[src/rtl/mahp_pkg.sv]
// Package with the types, constants and lookup functions of the MPEG audio header parser.
`timescale 1ns / 1ps
package mahp_pkg;

    localparam int DivNumW = 35;
    localparam int DivDenW = 19;
    localparam int DivCntW = 6;

    typedef enum logic [2:0] {
        ST_OK        = 3'd0,
        ST_BAD_LAYER = 3'd1,
        ST_BAD_RATE  = 3'd2,
        ST_BAD_FREQ  = 3'd3,
        ST_BAD_EMPH  = 3'd4
    } status_t;

    // One header handed from the byte parser to the arithmetic side.
    typedef struct packed {
        status_t     status;
        logic [7:0]  byte2;
        logic [7:0]  byte3;
        logic [7:0]  byte4;
    } hdr_t;

    // Queue status seen by the two sides.
    typedef struct packed {
        logic full;
        logic empty;
    } q_stat_t;

    function automatic logic [8:0] kbps_lookup(input logic [2:0] row, input logic [3:0] idx);
        logic [8:0] r;
        r = 9'd0;
        case (row)
            3'd0: case (idx)
                4'd1: r = 9'd32;  4'd2: r = 9'd64;  4'd3: r = 9'd96;  4'd4: r = 9'd128;
                4'd5: r = 9'd160; 4'd6: r = 9'd192; 4'd7: r = 9'd224; 4'd8: r = 9'd256;
                4'd9: r = 9'd288; 4'd10: r = 9'd320; 4'd11: r = 9'd352; 4'd12: r = 9'd384;
                4'd13: r = 9'd416; 4'd14: r = 9'd448; default: r = 9'd0;
            endcase
            3'd1: case (idx)
                4'd1: r = 9'd32;  4'd2: r = 9'd48;  4'd3: r = 9'd56;  4'd4: r = 9'd64;
                4'd5: r = 9'd80;  4'd6: r = 9'd96;  4'd7: r = 9'd112; 4'd8: r = 9'd128;
                4'd9: r = 9'd160; 4'd10: r = 9'd192; 4'd11: r = 9'd224; 4'd12: r = 9'd256;
                4'd13: r = 9'd320; 4'd14: r = 9'd384; default: r = 9'd0;
            endcase
            3'd2: case (idx)
                4'd1: r = 9'd32;  4'd2: r = 9'd40;  4'd3: r = 9'd48;  4'd4: r = 9'd56;
                4'd5: r = 9'd64;  4'd6: r = 9'd80;  4'd7: r = 9'd96;  4'd8: r = 9'd112;
                4'd9: r = 9'd128; 4'd10: r = 9'd160; 4'd11: r = 9'd192; 4'd12: r = 9'd224;
                4'd13: r = 9'd256; 4'd14: r = 9'd320; default: r = 9'd0;
            endcase
            3'd3: case (idx)
                4'd1: r = 9'd32;  4'd2: r = 9'd48;  4'd3: r = 9'd56;  4'd4: r = 9'd64;
                4'd5: r = 9'd80;  4'd6: r = 9'd96;  4'd7: r = 9'd112; 4'd8: r = 9'd128;
                4'd9: r = 9'd144; 4'd10: r = 9'd160; 4'd11: r = 9'd176; 4'd12: r = 9'd192;
                4'd13: r = 9'd224; 4'd14: r = 9'd256; default: r = 9'd0;
            endcase
            default: case (idx)
                4'd1: r = 9'd8;   4'd2: r = 9'd16;  4'd3: r = 9'd24;  4'd4: r = 9'd32;
                4'd5: r = 9'd40;  4'd6: r = 9'd48;  4'd7: r = 9'd56;  4'd8: r = 9'd64;
                4'd9: r = 9'd80;  4'd10: r = 9'd96; 4'd11: r = 9'd112; 4'd12: r = 9'd128;
                4'd13: r = 9'd144; 4'd14: r = 9'd160; default: r = 9'd0;
            endcase
        endcase
        return r;
    endfunction

    function automatic logic [15:0] base_rate(input logic [1:0] idx);
        logic [15:0] r;
        case (idx)
            2'd0:    r = 16'd44100;
            2'd1:    r = 16'd48000;
            2'd2:    r = 16'd32000;
            default: r = 16'd44100;
        endcase
        return r;
    endfunction

endpackage

[src/rtl/mahp_front.sv]
// Byte parser: sync hunt, header checks, and hand-off of each finished header.
`timescale 1ns / 1ps
module mahp_front import mahp_pkg::*; (
    input  logic       clk,
    input  logic       rst_n,
    input  logic       in_fire,
    input  logic [7:0] data_byte,
    output logic       push,
    output hdr_t       push_hdr
);

    typedef enum logic [3:0] {
        PH_HUNT  = 4'b0001,
        PH_SYNC  = 4'b0010,
        PH_BYTE2 = 4'b0100,
        PH_BYTE3 = 4'b1000
    } phase_t;

    phase_t     phase_reg, phase_next;
    logic [7:0] b2_reg, b2_next;
    logic [7:0] b3_reg, b3_next;
    phase_t     resync;
    logic       bad_vl;

    always_comb
    begin
        phase_next = phase_reg;
        b2_next    = b2_reg;
        b3_next    = b3_reg;
        push       = 1'b0;
        push_hdr   = '{status: ST_OK, byte2: b2_reg, byte3: b3_reg, byte4: data_byte};
        resync     = (data_byte == 8'hFF) ? PH_SYNC : PH_HUNT;
        // Reserved version, reserved layer, or MPEG-2.5 with a layer other than III.
        bad_vl = (data_byte[4:3] == 2'b01) || (data_byte[2:1] == 2'b00) ||
                 ((data_byte[4:3] == 2'b00) && (data_byte[2:1] != 2'b01));
        if (in_fire)
        begin
            case (phase_reg)
                PH_HUNT:
                begin
                    if (data_byte == 8'hFF)
                        phase_next = PH_SYNC;
                end
                PH_SYNC:
                begin
                    if (data_byte[7:5] != 3'b111)
                        phase_next = PH_HUNT;
                    else if (bad_vl)
                    begin
                        push            = 1'b1;
                        push_hdr.status = ST_BAD_LAYER;
                        phase_next      = resync;
                    end
                    else
                    begin
                        b2_next    = data_byte;
                        phase_next = PH_BYTE2;
                    end
                end
                PH_BYTE2:
                begin
                    if ((data_byte[7:4] == 4'h0) || (data_byte[7:4] == 4'hF))
                    begin
                        push            = 1'b1;
                        push_hdr.status = ST_BAD_RATE;
                        phase_next      = resync;
                    end
                    else if (data_byte[3:2] == 2'b11)
                    begin
                        push            = 1'b1;
                        push_hdr.status = ST_BAD_FREQ;
                        phase_next      = resync;
                    end
                    else
                    begin
                        b3_next    = data_byte;
                        phase_next = PH_BYTE3;
                    end
                end
                PH_BYTE3:
                begin
                    push = 1'b1;
                    if (data_byte[1:0] == 2'b10)
                    begin
                        push_hdr.status = ST_BAD_EMPH;
                        phase_next      = resync;
                    end
                    else
                        phase_next = PH_HUNT;
                end
                default: phase_next = PH_HUNT;
            endcase
        end
    end

    always_ff @(posedge clk or negedge rst_n)
    begin
        if (!rst_n)
        begin
            phase_reg <= PH_HUNT;
            b2_reg    <= 8'd0;
            b3_reg    <= 8'd0;
        end
        else
        begin
            phase_reg <= phase_next;
            b2_reg    <= b2_next;
            b3_reg    <= b3_next;
        end
    end

endmodule

[src/rtl/mahp_queue.sv]
// Two-entry header queue between the byte parser and the arithmetic side.
`timescale 1ns / 1ps
module mahp_queue import mahp_pkg::*; (
    input  logic    clk,
    input  logic    rst_n,
    input  logic    push,
    input  hdr_t    push_hdr,
    input  logic    pop,
    output hdr_t    pop_hdr,
    output q_stat_t stat
);

    hdr_t       mem_reg [2];
    logic       wp_reg, wp_next;
    logic       rp_reg, rp_next;
    logic [1:0] cnt_reg, cnt_next;
    logic       do_push, do_pop;

    assign stat.full  = (cnt_reg == 2'd2);
    assign stat.empty = (cnt_reg == 2'd0);
    assign do_push    = push && !stat.full;
    assign do_pop     = pop && !stat.empty;
    assign pop_hdr    = mem_reg[rp_reg];

    always_comb
    begin
        wp_next  = do_push ? ~wp_reg : wp_reg;
        rp_next  = do_pop ? ~rp_reg : rp_reg;
        cnt_next = cnt_reg + {1'b0, do_push} - {1'b0, do_pop};
    end

    always_ff @(posedge clk)
    begin
        if (do_push)
            mem_reg[wp_reg] <= push_hdr;
    end

    always_ff @(posedge clk or negedge rst_n)
    begin
        if (!rst_n)
        begin
            wp_reg  <= 1'b0;
            rp_reg  <= 1'b0;
            cnt_reg <= 2'd0;
        end
        else
        begin
            wp_reg  <= wp_next;
            rp_reg  <= rp_next;
            cnt_reg <= cnt_next;
        end
    end

    property p_no_overflow;
        @(posedge clk) disable iff (!rst_n) stat.full |-> !(cnt_next > 2'd2);
    endproperty
    a_no_overflow: assert property (p_no_overflow) else $error("queue count overflow");

    property p_pop_empty;
        @(posedge clk) disable iff (!rst_n) (stat.empty && !push) |=> stat.empty;
    endproperty
    a_pop_empty: assert property (p_pop_empty) else $error("queue drained below empty");

    property p_count_step;
        @(posedge clk) disable iff (!rst_n) (do_push && !do_pop) |=> !stat.empty;
    endproperty
    a_count_step: assert property (p_count_step) else $error("queue lost a pushed entry");

endmodule

[src/rtl/mahp_div.sv]
// Restoring divider that produces one quotient bit per cycle.
`timescale 1ns / 1ps
module mahp_div import mahp_pkg::*; (
    input  logic               clk,
    input  logic               rst_n,
    input  logic               start,
    input  logic [DivNumW-1:0] dividend,
    input  logic [DivDenW-1:0] divisor,
    output logic               done,
    output logic [DivNumW-1:0] quotient
);

    logic [DivNumW-1:0] q_reg, q_next;
    logic [DivDenW:0]   rem_reg, rem_next;
    logic [DivDenW-1:0] den_reg, den_next;
    logic [DivCntW-1:0] cnt_reg, cnt_next;
    logic               busy_reg, busy_next;
    logic               done_reg, done_next;
    logic [DivDenW:0]   trial;

    assign done     = done_reg;
    assign quotient = q_reg;

    always_comb
    begin
        q_next    = q_reg;
        rem_next  = rem_reg;
        den_next  = den_reg;
        cnt_next  = cnt_reg;
        busy_next = busy_reg;
        done_next = 1'b0;
        trial     = {rem_reg[DivDenW-1:0], q_reg[DivNumW-1]};
        if (start)
        begin
            q_next    = dividend;
            rem_next  = '0;
            den_next  = divisor;
            cnt_next  = DivCntW'(DivNumW);
            busy_next = 1'b1;
        end
        else if (busy_reg)
        begin
            if (trial >= {1'b0, den_reg})
            begin
                rem_next = trial - {1'b0, den_reg};
                q_next   = {q_reg[DivNumW-2:0], 1'b1};
            end
            else
            begin
                rem_next = trial;
                q_next   = {q_reg[DivNumW-2:0], 1'b0};
            end
            cnt_next = cnt_reg - 1'b1;
            if (cnt_reg == DivCntW'(1))
            begin
                busy_next = 1'b0;
                done_next = 1'b1;
            end
        end
    end

    always_ff @(posedge clk)
    begin
        q_reg   <= q_next;
        rem_reg <= rem_next;
        den_reg <= den_next;
    end

    always_ff @(posedge clk or negedge rst_n)
    begin
        if (!rst_n)
        begin
            cnt_reg  <= '0;
            busy_reg <= 1'b0;
            done_reg <= 1'b0;
        end
        else
        begin
            cnt_reg  <= cnt_next;
            busy_reg <= busy_next;
            done_reg <= done_next;
        end
    end

endmodule

[src/rtl/mahp_back.sv]
// Header decoder: field tables, frame length, frame count and playing time, output register.
`timescale 1ns / 1ps
module mahp_back import mahp_pkg::*; (
    input  logic        clk,
    input  logic        rst_n,
    input  q_stat_t     q_stat,
    input  hdr_t        q_hdr,
    output logic        pop,
    input  logic [31:0] stream_length,
    output logic        out_valid,
    input  logic        out_stall,
    output logic [2:0]  status,
    output logic [1:0]  version,
    output logic [1:0]  layer,
    output logic [8:0]  bitrate_kbps,
    output logic [15:0] sample_rate_hz,
    output logic [10:0] frame_bytes,
    output logic [1:0]  channel_mode,
    output logic        copyright_flag,
    output logic        original_flag,
    output logic [1:0]  emphasis,
    output logic [31:0] frame_count,
    output logic [22:0] play_seconds
);

    typedef enum logic [8:0] {
        B_IDLE      = 9'b000000001,
        B_MUL       = 9'b000000010,
        B_LEN_GO    = 9'b000000100,
        B_LEN_WAIT  = 9'b000001000,
        B_CNT_GO    = 9'b000010000,
        B_CNT_WAIT  = 9'b000100000,
        B_PLAY_GO   = 9'b001000000,
        B_PLAY_WAIT = 9'b010000000,
        B_OUT       = 9'b100000000
    } bstate_t;

    bstate_t     st_reg, st_next;
    logic [2:0]  status_reg;
    logic [1:0]  ver_reg, lay_reg, mode_reg, emph_reg;
    logic [8:0]  br_reg;
    logic [15:0] sr_reg;
    logic        pad_reg, copy_reg, orig_reg;
    logic [18:0] num_reg;
    logic [10:0] len_reg;
    logic [31:0] cnt_reg;
    logic [22:0] play_reg;

    logic [1:0]  d_ver, d_lay;
    logic [2:0]  d_row;
    logic [8:0]  d_br;
    logic [15:0] d_base;
    logic        div_start, div_done;
    logic [DivNumW-1:0] div_num, div_q;
    logic [DivDenW-1:0] div_den;
    logic [25:0] len_num;
    logic [10:0] len_calc;

    // Decode version and layer of header byte two, bit rate and base rate of byte three.
    always_comb
    begin
        case (q_hdr.byte2[4:3])
            2'b11:   d_ver = 2'd0;
            2'b10:   d_ver = 2'd1;
            2'b00:   d_ver = 2'd2;
            default: d_ver = 2'd0;
        endcase
        d_lay = 2'd0 - q_hdr.byte2[2:1];
        if (d_lay == 2'd0)
            d_lay = 2'd3;
        if (d_ver == 2'd0)
            d_row = {1'b0, d_lay - 2'd1};
        else
            d_row = (d_lay == 2'd1) ? 3'd3 : 3'd4;
        d_br = kbps_lookup(d_row, q_hdr.byte3[7:4]);
        if (d_br == 9'd0)
            d_br = 9'd32;
        d_base = base_rate(q_hdr.byte3[3:2]);
    end

    // Frame length numerator: 12, 72 or 144 times the bit rate in bits per second.
    always_comb
    begin
        if (lay_reg == 2'd1)
            len_num = {7'd0, num_reg} * 26'd12;
        else if ((lay_reg == 2'd3) && (ver_reg != 2'd0))
            len_num = {7'd0, num_reg} * 26'd72;
        else
            len_num = {7'd0, num_reg} * 26'd144;
        if (lay_reg == 2'd1)
            len_calc = 11'({div_q[8:0] + {8'd0, pad_reg}, 2'b00});
        else
            len_calc = 11'(div_q[10:0] + {10'd0, pad_reg});
    end

    always_comb
    begin
        div_start = 1'b0;
        div_num   = '0;
        div_den   = '0;
        case (st_reg)
            B_LEN_GO:
            begin
                div_start = 1'b1;
                div_num   = DivNumW'(len_num);
                div_den   = DivDenW'(sr_reg);
            end
            B_CNT_GO:
            begin
                div_start = 1'b1;
                div_num   = DivNumW'(stream_length);
                div_den   = DivDenW'(len_reg);
            end
            B_PLAY_GO:
            begin
                div_start = 1'b1;
                div_num   = {stream_length, 3'b000};
                div_den   = num_reg;
            end
            default: ;
        endcase
    end

    mahp_div u_div (
        .clk      (clk),
        .rst_n    (rst_n),
        .start    (div_start),
        .dividend (div_num),
        .divisor  (div_den),
        .done     (div_done),
        .quotient (div_q)
    );

    always_comb
    begin
        st_next = st_reg;
        pop     = 1'b0;
        case (st_reg)
            B_IDLE:
            begin
                if (!q_stat.empty)
                begin
                    pop     = 1'b1;
                    st_next = (q_hdr.status == ST_OK) ? B_MUL : B_OUT;
                end
            end
            B_MUL:       st_next = B_LEN_GO;
            B_LEN_GO:    st_next = B_LEN_WAIT;
            B_LEN_WAIT:  if (div_done) st_next = B_CNT_GO;
            B_CNT_GO:    st_next = B_CNT_WAIT;
            B_CNT_WAIT:  if (div_done) st_next = B_PLAY_GO;
            B_PLAY_GO:   st_next = B_PLAY_WAIT;
            B_PLAY_WAIT: if (div_done) st_next = B_OUT;
            B_OUT:       if (!out_stall) st_next = B_IDLE;
            default:     st_next = B_IDLE;
        endcase
    end

    always_ff @(posedge clk)
    begin
        if (st_reg == B_IDLE)
        begin
            status_reg <= q_hdr.status;
            if (q_hdr.status == ST_OK)
            begin
                ver_reg  <= d_ver;
                lay_reg  <= d_lay;
                br_reg   <= d_br;
                sr_reg   <= d_base >> d_ver;
                pad_reg  <= q_hdr.byte3[1];
                mode_reg <= q_hdr.byte4[7:6];
                copy_reg <= q_hdr.byte4[3];
                orig_reg <= q_hdr.byte4[2];
                emph_reg <= (q_hdr.byte4[1:0] == 2'b11) ? 2'd2 : q_hdr.byte4[1:0];
            end
            else
            begin
                ver_reg  <= '0;
                lay_reg  <= '0;
                br_reg   <= '0;
                sr_reg   <= '0;
                pad_reg  <= 1'b0;
                mode_reg <= '0;
                copy_reg <= 1'b0;
                orig_reg <= 1'b0;
                emph_reg <= '0;
                len_reg  <= '0;
                cnt_reg  <= '0;
                play_reg <= '0;
            end
        end
        if (st_reg == B_MUL)
            num_reg <= {10'd0, br_reg} * 19'd1000;
        if ((st_reg == B_LEN_WAIT) && div_done)
            len_reg <= len_calc;
        if ((st_reg == B_CNT_WAIT) && div_done)
            cnt_reg <= div_q[31:0];
        if ((st_reg == B_PLAY_WAIT) && div_done)
            play_reg <= div_q[22:0];
    end

    always_ff @(posedge clk or negedge rst_n)
    begin
        if (!rst_n)
            st_reg <= B_IDLE;
        else
            st_reg <= st_next;
    end

    assign out_valid      = (st_reg == B_OUT);
    assign status         = status_reg;
    assign version        = ver_reg;
    assign layer          = lay_reg;
    assign bitrate_kbps   = br_reg;
    assign sample_rate_hz = sr_reg;
    assign frame_bytes    = len_reg;
    assign channel_mode   = mode_reg;
    assign copyright_flag = copy_reg;
    assign original_flag  = orig_reg;
    assign emphasis       = emph_reg;
    assign frame_count    = cnt_reg;
    assign play_seconds   = play_reg;

    property p_err_zero;
        @(posedge clk) disable iff (!rst_n)
            (out_valid && (status != ST_OK)) |-> ((layer == 2'd0) && (bitrate_kbps == 9'd0)
                && (frame_bytes == 11'd0) && (frame_count == 32'd0));
    endproperty
    a_err_zero: assert property (p_err_zero) else $error("error result with nonzero fields");

    property p_ok_len;
        @(posedge clk) disable iff (!rst_n)
            (out_valid && (status == ST_OK)) |-> ((frame_bytes != 11'd0) && (layer != 2'd0));
    endproperty
    a_ok_len: assert property (p_ok_len) else $error("good header without frame length");

    property p_hold;
        @(posedge clk) disable iff (!rst_n)
            (out_valid && out_stall) |=> (out_valid && $stable(frame_count));
    endproperty
    a_hold: assert property (p_hold) else $error("stalled result changed");

    property p_no_pop_busy;
        @(posedge clk) disable iff (!rst_n) pop |-> (st_reg == B_IDLE);
    endproperty
    a_no_pop_busy: assert property (p_no_pop_busy) else $error("queue popped while busy");

endmodule

[src/rtl/mpeg_audio_header_parser_unit.sv]
// Top level of the MPEG audio frame header parser.
`timescale 1ns / 1ps
//
//  Channel   Direction  Handshake             Payload
//  ------    ---------  --------------------  ------------------------------------------
//  input     in         in_valid / in_stall    data_byte
//  output    out        out_valid / out_stall  status ... play_seconds (twelve fields)
//  config    in         APB psel/penable       stream_length at byte address 0
//
//  The byte parser takes one byte per cycle while the header queue has room.
//  For each good header the arithmetic side dequeues, multiplies, then runs
//  three divisions on the shared one-bit-per-cycle divider (frame length,
//  frame count, playing time) and ends in the output state; an error header
//  goes from dequeue straight to output. When the two-entry queue fills,
//  in_stall rises until the arithmetic side frees an entry. A stalled result
//  holds in the output register. Reset clears the parse phase, queue pointers,
//  sequencer state and the stream length register.
//
module mpeg_audio_header_parser_unit import mahp_pkg::*; (
    input  logic        clk,
    input  logic        rst_n,
    input  logic        in_valid,
    output logic        in_stall,
    input  logic [7:0]  data_byte,
    output logic        out_valid,
    input  logic        out_stall,
    output logic [2:0]  status,
    output logic [1:0]  version,
    output logic [1:0]  layer,
    output logic [8:0]  bitrate_kbps,
    output logic [15:0] sample_rate_hz,
    output logic [10:0] frame_bytes,
    output logic [1:0]  channel_mode,
    output logic        copyright_flag,
    output logic        original_flag,
    output logic [1:0]  emphasis,
    output logic [31:0] frame_count,
    output logic [22:0] play_seconds,
    input  logic        psel,
    input  logic        penable,
    input  logic        pwrite,
    input  logic [2:0]  paddr,
    input  logic [31:0] pwdata,
    output logic [31:0] prdata,
    output logic        pready
);

    logic [31:0] stream_length_reg;
    logic        in_fire;
    logic        push, pop;
    hdr_t        push_hdr, pop_hdr;
    q_stat_t     q_stat;

    // Configuration register: written on the access phase of an APB transfer.
    assign pready = 1'b1;
    assign prdata = (paddr == 3'd0) ? stream_length_reg : 32'd0;

    always_ff @(posedge clk or negedge rst_n)
    begin
        if (!rst_n)
            stream_length_reg <= 32'd0;
        else if (psel && penable && pwrite && (paddr == 3'd0))
            stream_length_reg <= pwdata;
    end

    // Bytes are refused only while the queue is full, so no header is dropped.
    assign in_stall = q_stat.full;
    assign in_fire  = in_valid && !in_stall;

    mahp_front u_front (
        .clk       (clk),
        .rst_n     (rst_n),
        .in_fire   (in_fire),
        .data_byte (data_byte),
        .push      (push),
        .push_hdr  (push_hdr)
    );

    mahp_queue u_queue (
        .clk      (clk),
        .rst_n    (rst_n),
        .push     (push),
        .push_hdr (push_hdr),
        .pop      (pop),
        .pop_hdr  (pop_hdr),
        .stat     (q_stat)
    );

    mahp_back u_back (
        .clk            (clk),
        .rst_n          (rst_n),
        .q_stat         (q_stat),
        .q_hdr          (pop_hdr),
        .pop            (pop),
        .stream_length  (stream_length_reg),
        .out_valid      (out_valid),
        .out_stall      (out_stall),
        .status         (status),
        .version        (version),
        .layer          (layer),
        .bitrate_kbps   (bitrate_kbps),
        .sample_rate_hz (sample_rate_hz),
        .frame_bytes    (frame_bytes),
        .channel_mode   (channel_mode),
        .copyright_flag (copyright_flag),
        .original_flag  (original_flag),
        .emphasis       (emphasis),
        .frame_count    (frame_count),
        .play_seconds   (play_seconds)
    );

endmodule
[config.mk]
export PLATFORM = sky130hd
export DESIGN_NAME = mpeg_audio_header_parser_unit
export DESIGN_NICKNAME = d
export VERILOG_FILES = /design/src/rtl/mahp_pkg.sv /design/src/rtl/mahp_front.sv /design/src/rtl/mahp_queue.sv /design/src/rtl/mahp_div.sv /design/src/rtl/mahp_back.sv /design/src/rtl/mpeg_audio_header_parser_unit.sv
export SDC_FILE = /design/constraint.sdc
export NUM_CORES = 1
export LEC_CHECK = 0
export BUFFER_PORTS_ARGS = -buffer_cell sky130_fd_sc_hd__buf_2
export CAP_MARGIN = 25
export CORE_MARGIN = 5
export CORE_UTILIZATION = 55
export CTS_CLUSTER_SIZE = 16
export DETAILED_ROUTE_END_ITERATION = 7
export GPL_TIMING_DRIVEN = 0
export HOLD_SLACK_MARGIN = 0.06
export PLACE_DENSITY = 0.8
export SYNTH_ARGS = -nofsm -noshare
export SYNTH_HDL_FRONTEND = slang
export SYNTH_SLANG_ARGS = --single-unit
[constraint.sdc]
create_clock -name clk -period 9.35 [get_ports clk]
set_input_delay 0.935 -clock clk [delete_from_list [all_inputs] [get_ports clk]]
set_output_delay 0.935 -clock clk [all_outputs]
set_load 0.02 [all_outputs]
==> flow_summary.toml <==
[status]
run_status = "finished clean"

[final_layout]
area_growth_pct = 15.2
fillers = 2347
largest_reg_flops = 40
fin_cells = 2115
design_area_um2 = 19000
nets = 1868
fin_util_pct = 64.2
final_layout_size_suffix_gt1_share_pct = 18.9

[timing]
post-route-min-period_ns = 4.04
fin_tns_setup_ns = 0
hold_viol = 0
worst_slack_ns = 5.31
hold_ws_ns = 0.275
finClkSkew_ns = 0.0158
slew_viol_final = 0
worst_pin_slew_ns = 0.993
rsz0062_at_grt = "false"
maxSlewHeadroom_pct = 33.2
clock.fmax_mhz = 247
finalSetupViolations = 0
period_share_pct = 43.2

[global_routing]
grt_overflow_total = 0
grt_pass1_wl_um = 69200
grt_usage_pct = 25.8
grt_max_degree = 53
antenna_found_initial = 0
grt_pass1_vias = 12700

[floorplan]
num_rows = 63
top_level_ports = 189
coreArea_um2 = 29600
die_h_um = 183
die_w_um = 183
dieArea_um2 = 33600
start_util_pct = 55.7

[clock_tree]
ctsHoldBuffers = 0
cts_buffer_depth = 3
cts-root-buf = "clkbuf_16"
clock-sinks = 296
cts_tree = "built"
postCtsSetupRepairBufs = 0
htreeDepth = 1
clkLatencyLatePin_ns = 0.55
numCtsBuffers = 31
cts.clk_slew.worst_paths_ns = 0.06
cts_resized = 0

[synth]
yosysTopAreaCellShare_pct = 38.0
yosysSeqAreaShare_pct = 50.6
ys_ff_latch = 296
syn_area_um2 = 16500
postSynthAreaPerCell_um2 = 11.2
synth_flop_cell = "edfxtp_1"
ys_types = 81
synthTopCellsByArea = "edfxtp_1, dfrtp_1, ha_1"
synth_cells = 1473
yosys.area.top_type = "edfxtp_1"
synth_edf_count = 209
ys.warnings.count = 0
synthArstFlopShare_pct = 23.0

[placed_design]
portBuffers = 184
place_congestion = 0.956
place_inst = 2057
post_dp_cell_area_um2 = 18000
hpwl_um = 33600
pre_cts_slack_ns = 5.34

[critical_path]
startpoint_type = "flop"
reg2regPathDepth = 13
arrival_ns = 4.45
crit_required_ns = 9.76
critPathKind = "reg -> reg"
reg2reg_from = "u_back.bitrate_kbps[3]"
reg2reg_setup_slack_ns = 5.31
worstPathMaxFanout = 6
cp-end-kind = "flop"
worst_r2r_endpoint = "u_back.num_reg[18]"

[route]
drt-initial-drc-count = 1355
firstDrtPassIters = 7
antenna_left = 0
drc = 0
wl_per_cell_um = 20.9
routed_via_density = 6.00
wirelength_um = 44200
vias = 12700

[pwr]
p_total_mw = 4.25
vdd_drop_max_mv = 0.217
power_density_nw_per_um2 = 223
leakage_nw = 8.57

[hold_path]
hp-class = "in -> async"

[job]
cap_viol_max_count = 0
cell usage after synthesis, drive strengths merged (5+ instances only):
cell    instances
nor2b           9
nand2          84
and3           12
buf            31
or2             6
clkbuf         42
edfxtp        209
and2           99
nor2           94
a21boi          6
a32oi           7
a222oi         30
nand4           9
nor4            7
a221oi          6
or3             9
a31oi          20
inv            92
dfrtp          66
ha            101
xor2           20
o21ai          69
xnor2          38
fa             17
o31a            5
a21oi          63
o21a            9
a211oi         15
a21o           12
o22ai           7
dfxtp          19
nand2b          8
nand3          26
o211ai         14
nor3           40
mux2i          27
o21bai          6
mux2           52
a22o           20
nor3b           9
layout by cell type (no fill, tap or decap), types with 26 or more instances in the layout:
cell type	count
a21oi_1	63
a222oi_1	30
and2_1	98
buf_2	195
clkbuf_1	55
clkbuf_16	31
dfrtp_1	66
edfxtp_1	209
ha_1	101
inv_1	92
mux2_2	52
mux2i_1	27
nand2_1	83
nand3_1	26
nor2_1	94
nor3_1	38
o21ai_0	69
xnor2_1	38
area by class of cell:
class                   instances  area (um^2)  share of cell area, %
multi-input cells            1013         7460                   39.2
well taps                     390          488                   2.57
clock buffers                  49          883                   4.64
diodes                          1         2.50                 0.0132
repair buffers                191         1030                   5.39
plain buffers                  75          367                   1.93
clock inverters                 8         86.3                  0.454
inverters                      92          345                   1.82
flip-flops and latches        296         8360                   44.0
how the worst max path moves through the flow:
stage | end | from | depth (start not counted)
6_report | u_back.num_reg[18] | u_back.bitrate_kbps[3] | 13
5_1_grt | u_back.num_reg[18] | u_back.bitrate_kbps[3] | 13
4_1_cts | u_back.num_reg[18] | u_back.bitrate_kbps[3] | 13
3_5_place_dp | u_back.num_reg[18] | u_back.bitrate_kbps[3] | 13
3_3_place_gp | u_back.play_seconds[13] | u_back.st_reg[7] | 6
2_1_floorplan | u_back.play_seconds[0] | u_back.st_reg[7] | 6
routing by layer:
metal  track usage [%]  up-vias  part of all wire, %
met5                 0        -                    0
met4              7.63        0                  3.3
met3              5.04      102                  8.6
met2              44.5      557                   49
met1              33.3     6129                   39
li1                  -     5897                    -
report_power, final:
part	internal, mW	switching (mW)	total [mW]
sequential	1.73	0.151	1.88
combinational	0.378	0.807	1.19
clock	0.696	0.487	1.18
worst max-delay path: stages, from the launching register on:
cell and delay, ns:
edfxtp_1 0.52, ha_1 0.39, ha_1 0.29, inv_1 0.05, fa_1 0.53, inv_1 0.05, fa_1 0.46, ha_1 0.35
a21oi_1 0.23, o21bai_1 0.10, a21oi_1 0.22, o21ai_0 0.20, or4_1 0.43, nand3_1 0.09
cell families after synthesis:
group	count (synthesis)	synth area share, %
AOI/OAI and AO/OA	326	13.7
buffers and inverters	167	4.31
other	2	0.0455
and+or+nand+nor	427	13.3
adders and majority gates	118	9.72
muxes	79	5.18
xor gates and xnor gates	58	3.08
DFF	296	50.6
Power figures use the tool's default switching activity.
